### src/hdl/sld_pkg.sv
// Shared types, constants and CRC function of the sync/length deframer.
`default_nettype none
package sld_pkg;

    localparam int SYNC_BYTES_DEF = 3;
    localparam int SYNC_MAX       = 8;
    localparam int PAT_W          = 24;
    localparam int LEN_W          = 16;
    localparam int CFG_IDX_W      = 2;

    localparam logic [PAT_W-1:0]     SYNC_PATTERN_RST = 24'h564F52;
    localparam logic [LEN_W-1:0]     MAX_LEN_RST      = 16'd1024;
    localparam logic [LEN_W-1:0]     MIN_LEN          = 16'd2;

    localparam logic [CFG_IDX_W-1:0] CFG_SYNC_PATTERN = 2'd0;
    localparam logic [CFG_IDX_W-1:0] CFG_MAX_LEN      = 2'd1;

    localparam logic       KIND_DATA   = 1'b0;
    localparam logic       KIND_STATUS = 1'b1;

    localparam logic [1:0] ST_GOOD    = 2'd0;
    localparam logic [1:0] ST_CRC_ERR = 2'd1;
    localparam logic [1:0] ST_BAD_LEN = 2'd2;

    localparam logic [15:0] CRC_INIT = 16'hFFFF;
    localparam logic [15:0] CRC_POLY = 16'hA001;

    typedef struct packed {
        logic [PAT_W-1:0] sync_pattern;
        logic [LEN_W-1:0] max_len;
    } t_cfg;

    typedef struct packed {
        logic        kind;
        logic [7:0]  data_byte;
        logic [15:0] frame_type;
        logic [1:0]  status;
        logic        last;
    } t_result;

    function automatic logic [15:0] crc16_byte(input logic [15:0] crc, input logic [7:0] b);
        logic [15:0] c;
        c = crc ^ {8'h00, b};
        for (int i = 0; i < 8; i++) begin
            c = c[0] ? ((c >> 1) ^ CRC_POLY) : (c >> 1);
        end
        return c;
    endfunction

endpackage
`default_nettype wire

### src/hdl/sync_length_crc16_deframer.sv
// A byte waits in the input register; any result enters the result register
// when that register is free or being taken. Throughput: one byte per cycle
// while no result waits on a full result register, set by the single
// byte-wide CRC update and parser step between the input and result registers.
// Reset: synchronous, active low; parser returns to hunting with a cleared
// history and the configuration registers take their defaults.
`default_nettype none
module sync_length_crc16_deframer
    import sld_pkg::*;
#(
    parameter int SYNC_BYTES = SYNC_BYTES_DEF
) (
    input  wire logic                 i_clk,
    input  wire logic                 i_rst_n,
    input  wire logic                 i_in_valid,
    output logic                      o_in_ready,
    input  wire logic [7:0]           i_rx_byte,
    output logic                      o_out_valid,
    input  wire logic                 i_out_ready,
    output logic                      o_kind,
    output logic [7:0]                o_data_byte,
    output logic [15:0]               o_frame_type,
    output logic [1:0]                o_status,
    output logic                      o_last,
    input  wire logic                 i_cfg_valid,
    output logic                      o_cfg_ready,
    input  wire logic [CFG_IDX_W-1:0] i_cfg_index,
    input  wire logic [PAT_W-1:0]     i_cfg_data
);

    t_cfg       cfg;
    logic       r_in_valid;
    logic [7:0] r_in_byte;
    logic       r_out_valid;
    t_result    r_out;
    logic       res_valid;
    t_result    res;
    logic       out_free;
    logic       advance;

    sld_cfg u_cfg (
        .i_clk       (i_clk),
        .i_rst_n     (i_rst_n),
        .i_cfg_valid (i_cfg_valid),
        .o_cfg_ready (o_cfg_ready),
        .i_cfg_index (i_cfg_index),
        .i_cfg_data  (i_cfg_data),
        .o_cfg       (cfg)
    );

    sld_core #(
        .SYNC_BYTES (SYNC_BYTES)
    ) u_core (
        .i_clk       (i_clk),
        .i_rst_n     (i_rst_n),
        .i_step      (advance),
        .i_byte      (r_in_byte),
        .i_cfg       (cfg),
        .o_res_valid (res_valid),
        .o_res       (res)
    );

    assign out_free   = !r_out_valid || i_out_ready;
    assign advance    = r_in_valid && (!res_valid || out_free);
    assign o_in_ready = !r_in_valid || advance;

    always_ff @(posedge i_clk) begin
        if (!i_rst_n) begin
            r_in_valid  <= 1'b0;
            r_out_valid <= 1'b0;
        end else begin
            if (o_in_ready) begin
                r_in_valid <= i_in_valid;
            end
            if (advance && res_valid) begin
                r_out_valid <= 1'b1;
            end else if (i_out_ready) begin
                r_out_valid <= 1'b0;
            end
        end
    end

    always_ff @(posedge i_clk) begin
        if (o_in_ready && i_in_valid) begin
            r_in_byte <= i_rx_byte;
        end
        if (advance && res_valid) begin
            r_out <= res;
        end
    end

    assign o_out_valid  = r_out_valid;
    assign o_kind       = r_out.kind;
    assign o_data_byte  = r_out.data_byte;
    assign o_frame_type = r_out.frame_type;
    assign o_status     = r_out.status;
    assign o_last       = r_out.last;

endmodule
`default_nettype wire

### src/hdl/sld_cfg.sv
// Configuration registers of the deframer.
`default_nettype none
module sld_cfg
    import sld_pkg::*;
(
    input  wire logic                 i_clk,
    input  wire logic                 i_rst_n,
    input  wire logic                 i_cfg_valid,
    output logic                      o_cfg_ready,
    input  wire logic [CFG_IDX_W-1:0] i_cfg_index,
    input  wire logic [PAT_W-1:0]     i_cfg_data,
    output t_cfg                      o_cfg
);

    t_cfg r_cfg;

    always_ff @(posedge i_clk) begin
        if (!i_rst_n) begin
            r_cfg.sync_pattern <= SYNC_PATTERN_RST;
            r_cfg.max_len      <= MAX_LEN_RST;
        end else if (i_cfg_valid) begin
            case (i_cfg_index)
                CFG_SYNC_PATTERN: r_cfg.sync_pattern <= i_cfg_data;
                CFG_MAX_LEN:      r_cfg.max_len      <= i_cfg_data[LEN_W-1:0];
                default: ;
            endcase
        end
    end

    assign o_cfg_ready = 1'b1;
    assign o_cfg       = r_cfg;

endmodule
`default_nettype wire

### src/hdl/sld_core.sv
// Frame parser state, running CRC and result decode for one byte a cycle when stepped.
`default_nettype none
module sld_core
    import sld_pkg::*;
#(
    parameter int SYNC_BYTES = SYNC_BYTES_DEF
) (
    input  wire logic       i_clk,
    input  wire logic       i_rst_n,
    input  wire logic       i_step,
    input  wire logic [7:0] i_byte,
    input  wire t_cfg       i_cfg,
    output logic            o_res_valid,
    output t_result         o_res
);

    localparam int WIN_W = 8 * SYNC_BYTES;

    typedef enum logic [2:0] {
        PH_HUNT, PH_LEN_LO, PH_LEN_HI, PH_TYPE_LO,
        PH_TYPE_HI, PH_DATA, PH_CRC_LO, PH_CRC_HI
    } t_phase;

    t_phase            r_phase, n_phase;
    logic [WIN_W-1:0]  r_recent, n_recent;
    logic [7:0]        r_len_lo, n_len_lo;
    logic [LEN_W-1:0]  r_left, n_left;
    logic [15:0]       r_type, n_type;
    logic [15:0]       r_crc, n_crc;
    logic [7:0]        r_crc_lo, n_crc_lo;

    logic [8*SYNC_MAX-1:0] pat_ext;
    logic [WIN_W-1:0]      window;
    logic [WIN_W-1:0]      expect_win;
    logic [15:0]           sync_crc;
    logic [15:0]           crc_upd;
    logic [LEN_W-1:0]      len;

    assign pat_ext = {{(8*SYNC_MAX-PAT_W){1'b0}}, i_cfg.sync_pattern};
    assign window  = (r_recent << 8) | WIN_W'(i_byte);
    assign crc_upd = crc16_byte(r_crc, i_byte);
    assign len     = {i_byte, r_len_lo};

    always_comb begin
        expect_win = '0;
        sync_crc   = CRC_INIT;
        for (int k = 0; k < SYNC_BYTES; k++) begin
            expect_win[8*(SYNC_BYTES-1-k) +: 8] = pat_ext[8*k +: 8];
            sync_crc = crc16_byte(sync_crc, pat_ext[8*k +: 8]);
        end
    end

    always_comb begin
        n_phase     = r_phase;
        n_recent    = r_recent;
        n_len_lo    = r_len_lo;
        n_left      = r_left;
        n_type      = r_type;
        n_crc       = r_crc;
        n_crc_lo    = r_crc_lo;
        o_res_valid = 1'b0;
        o_res       = '0;
        case (r_phase)
            PH_HUNT: begin
                if (window == expect_win) begin
                    n_crc    = sync_crc;
                    n_recent = '0;
                    n_phase  = PH_LEN_LO;
                end else begin
                    n_recent = window;
                end
            end
            PH_LEN_LO: begin
                n_len_lo = i_byte;
                n_crc    = crc_upd;
                n_phase  = PH_LEN_HI;
            end
            PH_LEN_HI: begin
                n_crc = crc_upd;
                if (len < MIN_LEN || len > i_cfg.max_len) begin
                    o_res_valid  = 1'b1;
                    o_res.kind   = KIND_STATUS;
                    o_res.status = ST_BAD_LEN;
                    o_res.last   = 1'b1;
                    n_recent     = '0;
                    n_phase      = PH_HUNT;
                end else begin
                    n_left  = len - MIN_LEN;
                    n_phase = PH_TYPE_LO;
                end
            end
            PH_TYPE_LO: begin
                n_type[7:0] = i_byte;
                n_crc       = crc_upd;
                n_phase     = PH_TYPE_HI;
            end
            PH_TYPE_HI: begin
                n_type[15:8] = i_byte;
                n_crc        = crc_upd;
                n_phase      = (r_left != '0) ? PH_DATA : PH_CRC_LO;
            end
            PH_DATA: begin
                n_crc            = crc_upd;
                o_res_valid      = 1'b1;
                o_res.kind       = KIND_DATA;
                o_res.data_byte  = i_byte;
                o_res.frame_type = r_type;
                o_res.status     = ST_GOOD;
                n_left           = r_left - 1'b1;
                if (r_left == LEN_W'(1)) begin
                    n_phase = PH_CRC_LO;
                end
            end
            PH_CRC_LO: begin
                n_crc_lo = i_byte;
                n_phase  = PH_CRC_HI;
            end
            PH_CRC_HI: begin
                o_res_valid      = 1'b1;
                o_res.kind       = KIND_STATUS;
                o_res.frame_type = r_type;
                o_res.status     = ({i_byte, r_crc_lo} == r_crc) ? ST_GOOD : ST_CRC_ERR;
                o_res.last       = 1'b1;
                n_recent         = '0;
                n_phase          = PH_HUNT;
            end
            default: begin
                n_recent = '0;
                n_phase  = PH_HUNT;
            end
        endcase
    end

    always_ff @(posedge i_clk) begin
        if (!i_rst_n) begin
            r_phase  <= PH_HUNT;
            r_recent <= '0;
        end else if (i_step) begin
            r_phase  <= n_phase;
            r_recent <= n_recent;
        end
    end

    always_ff @(posedge i_clk) begin
        if (i_step) begin
            r_len_lo <= n_len_lo;
            r_left   <= n_left;
            r_type   <= n_type;
            r_crc    <= n_crc;
            r_crc_lo <= n_crc_lo;
        end
    end

    ap_res_phase: assert property (@(posedge i_clk) disable iff (!i_rst_n)
        o_res_valid |-> (r_phase == PH_LEN_HI || r_phase == PH_DATA || r_phase == PH_CRC_HI))
        else $error("result outside a result phase");

    ap_data_left: assert property (@(posedge i_clk) disable iff (!i_rst_n)
        r_phase == PH_DATA |-> r_left != '0)
        else $error("data phase with no bytes left");

    ap_end_hunt: assert property (@(posedge i_clk) disable iff (!i_rst_n)
        (i_step && o_res_valid && o_res.last) |=> (r_phase == PH_HUNT && r_recent == '0))
        else $error("frame end did not restart hunting");

    ap_data_res: assert property (@(posedge i_clk) disable iff (!i_rst_n)
        (o_res_valid && o_res.kind == KIND_DATA) |-> (!o_res.last && o_res.status == ST_GOOD))
        else $error("data item marked as frame end");

endmodule
`default_nettype wire
### config.mk
export PLATFORM = sky130hd
export DESIGN_NAME = sync_length_crc16_deframer
export DESIGN_NICKNAME = d
export VERILOG_FILES = /design/src/hdl/sld_pkg.sv /design/src/hdl/sync_length_crc16_deframer.sv /design/src/hdl/sld_cfg.sv /design/src/hdl/sld_core.sv
export SDC_FILE = /design/constraint.sdc
export NUM_CORES = 1
export LEC_CHECK = 0
export ABC_AREA = 1
export CORE_MARGIN = 2
export CORE_UTILIZATION = 48
export DETAILED_ROUTE_END_ITERATION = 12
export DONT_BUFFER_PORTS = 1
export PLACE_DENSITY = 0.66
export SETUP_SLACK_MARGIN = 0.5
export SLEW_MARGIN = 5
export SYNTH_ARGS = -nofsm -noshare
export SYNTH_HDL_FRONTEND = slang
export SYNTH_SLANG_ARGS = --single-unit
### constraint.sdc
create_clock -name i_clk -period 4.57 [get_ports i_clk]
set_clock_uncertainty 0.1 [all_clocks]
set_input_delay 0.457 -clock i_clk [delete_from_list [all_inputs] [get_ports i_clk]]
set_output_delay 0.457 -clock i_clk [all_outputs]
set_load 0.01 [all_outputs]
==> results.ini <==
[synthesis]
synth.top_cell.area_share=0.355
synth_edf_count=99
synth_warnings=0
ys_types=50
syn_avg_cell_area_um2=8.49
syn_nets=1045
ys.flop_type=edfxtp_1
async_flop_share=0
yosysSeqAreaShare=0.500
syn_inst=987
synth_top_area_cell=edfxtp_1
synth.area.top_cells=edfxtp_1, dfxtp_1, nand2_1
synth-seq-cells=160
synthesis.area_mm2=0.00838

[drt]
vias_per_cell=5.21
dr_total_vias=6362
drtIter0Drc=473
totalWireLength_um=20000
postRouteAntennaNets=0
dr.pass1.iters=7
wl_per_cell_um=16.4
route.detailed.drc=0

[setup_path]
crit_start=r_in_byte[0]
path_class=reg -> reg
reg2reg_from=r_in_byte[0]
cpPeakStageDelay_ps=630
crit_required_ps=4540
critPathLaunchType=flip-flop
crit_path_max_fanout=16
reg2reg_to=u_core.r_left[0]
crit_path_end_kind=flip-flop
cp-endpoint=u_core.r_left[0]
cpMaxStageDelayCell=edfxtp_1
reg2reg_slack_ps=1270
path_cells=ha_1 -> a21oi_1 -> nand3b_1 -> a21oi_1 -> nor2_1 -> nand2_1 -> nand2_1 -> nand2_2 -> nand2_2 -> nand2_4 -> a21boi_1 -> o211ai_1 -> inv_1
arrival_ps=3260
critPathTopFamily=compound AO/OA/AOI/OAI gates
cp_num_buf_inv=1
worstRegToRegCells=13
critical_path_depth=13

[grt]
antenna_found_initial=0
grt_pass1_wl_um=31700
track_usage=0.228
grt_overflow=0
grt_pass1_vias=6065
grt_max_degree=55

[cts]
hold_buffers=0
cts_buffer_depth=2
cts_resized=0
cts_buffers=17
htreeDepth=4
insertion_delay_ps=430
cts_root_buf=clkbuf_16
clkTransAtPathRegs_ps=60
cts_tree=built
postCtsSetupBuffers=0
cts_sinks=160

[power_and_ir_drop]
finalPower_w=0.00345
power_density_mw_per_mm2=376
p_leak_nw=3.84
ir_worst_vdd_mv=0.287

[sta]
fmax_mhz=303
finalCritPeriodShare=0.721
hold_ws_ps=16.6
tightestPinTransition_ps=958
hold_viol=0
final-setup-viol-count=0
maxSlewViolCount=0
maxSlewHeadroom=0.356
min_period_ps=3300
setup-tns-final_ps=0
rsz0062_at_grt=no

[run_status]
status=finished clean

[die]
die_h_um=136
fp.dieW_um=136
initial_utilization=0.488
coreArea_mm2=0.0172
num_io_pins=70
dieArea_mm2=0.0185
rows=48

[place]
dp_hpwl_um=14700
gp_congestion=0.923
dp.cells=1189
portBuffers=0

[worst_hold_path]
hp-start=i_rst_n
min_path_type=in -> reg
whs_path_depth=1

[final_layout]
multiInputGateArea_mm2=0.00354
final_cells=1221
diodes=0
ff_latch_area_mm2=0.00419
fin_nets=1041
drive_gt1_frac=0.0863
area_delta_synth_final_pct=9.51
fillers=1610

[run]
cap_viol_max_count=0

[cells in the mapped netlist (22+ instances only)]
| cell type | n |
|---|---|
| clkbuf_1 | 23 |
| dfxtp_1 | 61 |
| xor2_1 | 35 |
| nor2_1 | 101 |
| nand3_1 | 44 |
| o21ai_0 | 58 |
| nor3_1 | 22 |
| a21oi_1 | 64 |
| inv_1 | 117 |
| nand2_1 | 195 |
| xnor2_1 | 30 |
| edfxtp_1 | 99 |
[cell usage in the layout, fill, tap and decap left out, types with 30 or more instances in the layout]
cell type,Yosys,routed
inv_1,117,117
o21ai_0,58,58
nand3_1,44,44
dfxtp_1,61,61
edfxtp_1,99,99
xnor2_1,30,30
xor2_1,35,35
nand2_1,195,195
a21oi_1,64,64
nor2_1,101,101
[layer usage]
| metal | global-route usage | part of all wire |
|---|---|---|
| met4 | 0.104 | 0.032 |
| met5 | 0 | 0 |
| met3 | 0.0436 | 0.052 |
| met2 | 0.356 | 0.45 |
| met1 | 0.308 | 0.46 |
[worst min-delay path by stage]
stage,endpoint,slack (ps)
5_1_grt,r_in_byte[4],3
3_3_place_gp,u_cfg.o_cfg[8],360
3_5_place_dp,u_cfg.o_cfg[8],370
2_1_floorplan,u_cfg.o_cfg[11],340
6_report,u_cfg.o_cfg[38],20
4_1_cts,u_cfg.o_cfg[27],2
[cells by family (layout without fill, tap and decap cells)]
family / after synthesis / in the layout / synth area share
other: 1 / 1 / 0.000447
buffers and inverters: 166 / 175 / 0.0779
XOR/XNOR: 65 / 65 / 0.0679
AND/OR/NAND/NOR: 408 / 408 / 0.213
flip-flops: 160 / 160 / 0.500
AO/OA/AOI/OAI: 168 / 168 / 0.112
adder cells (fa/ha/maj): 19 / 19 / 0.0284
[flip-flops by register name, indices dropped and copies added (netlist names), 16 cells and up]
name             flops
u_cfg.o_cfg         40
o_frame_type        16
u_core.r_crc        16
u_core.r_left       16
u_core.r_recent     16
u_core.r_type       16
[per-stage QoR]
step                 util  cell area, um2  worst slack (ps)
floorplan               -            8380              1300
global placement    0.500            8580              1420
detailed placement  0.500            8580              1270
CTS                 0.534            9180              1260
global route        0.534            9180              1050
finish              0.534            9180              1270
[area by class of cell]
class,count,area share
Tap cell,225,0.0307
Multi-Input combinational cell,661,0.386
Clock buffer,20,0.0476
Inverter,135,0.0552
Sequential cell,160,0.457
Timing Repair Buffer,8,0.00654
Clock inverter,12,0.0174
[power breakdown]
| group | internal (W) | switching [W] | total, W |
|---|---|---|---|
| registers | 0.00157 | 0.0000388 | 0.00161 |
| clock network | 0.000867 | 0.000593 | 0.00146 |
| logic | 0.000141 | 0.000242 | 0.000383 |
Note: power is estimated with default switching activity, not from simulation.
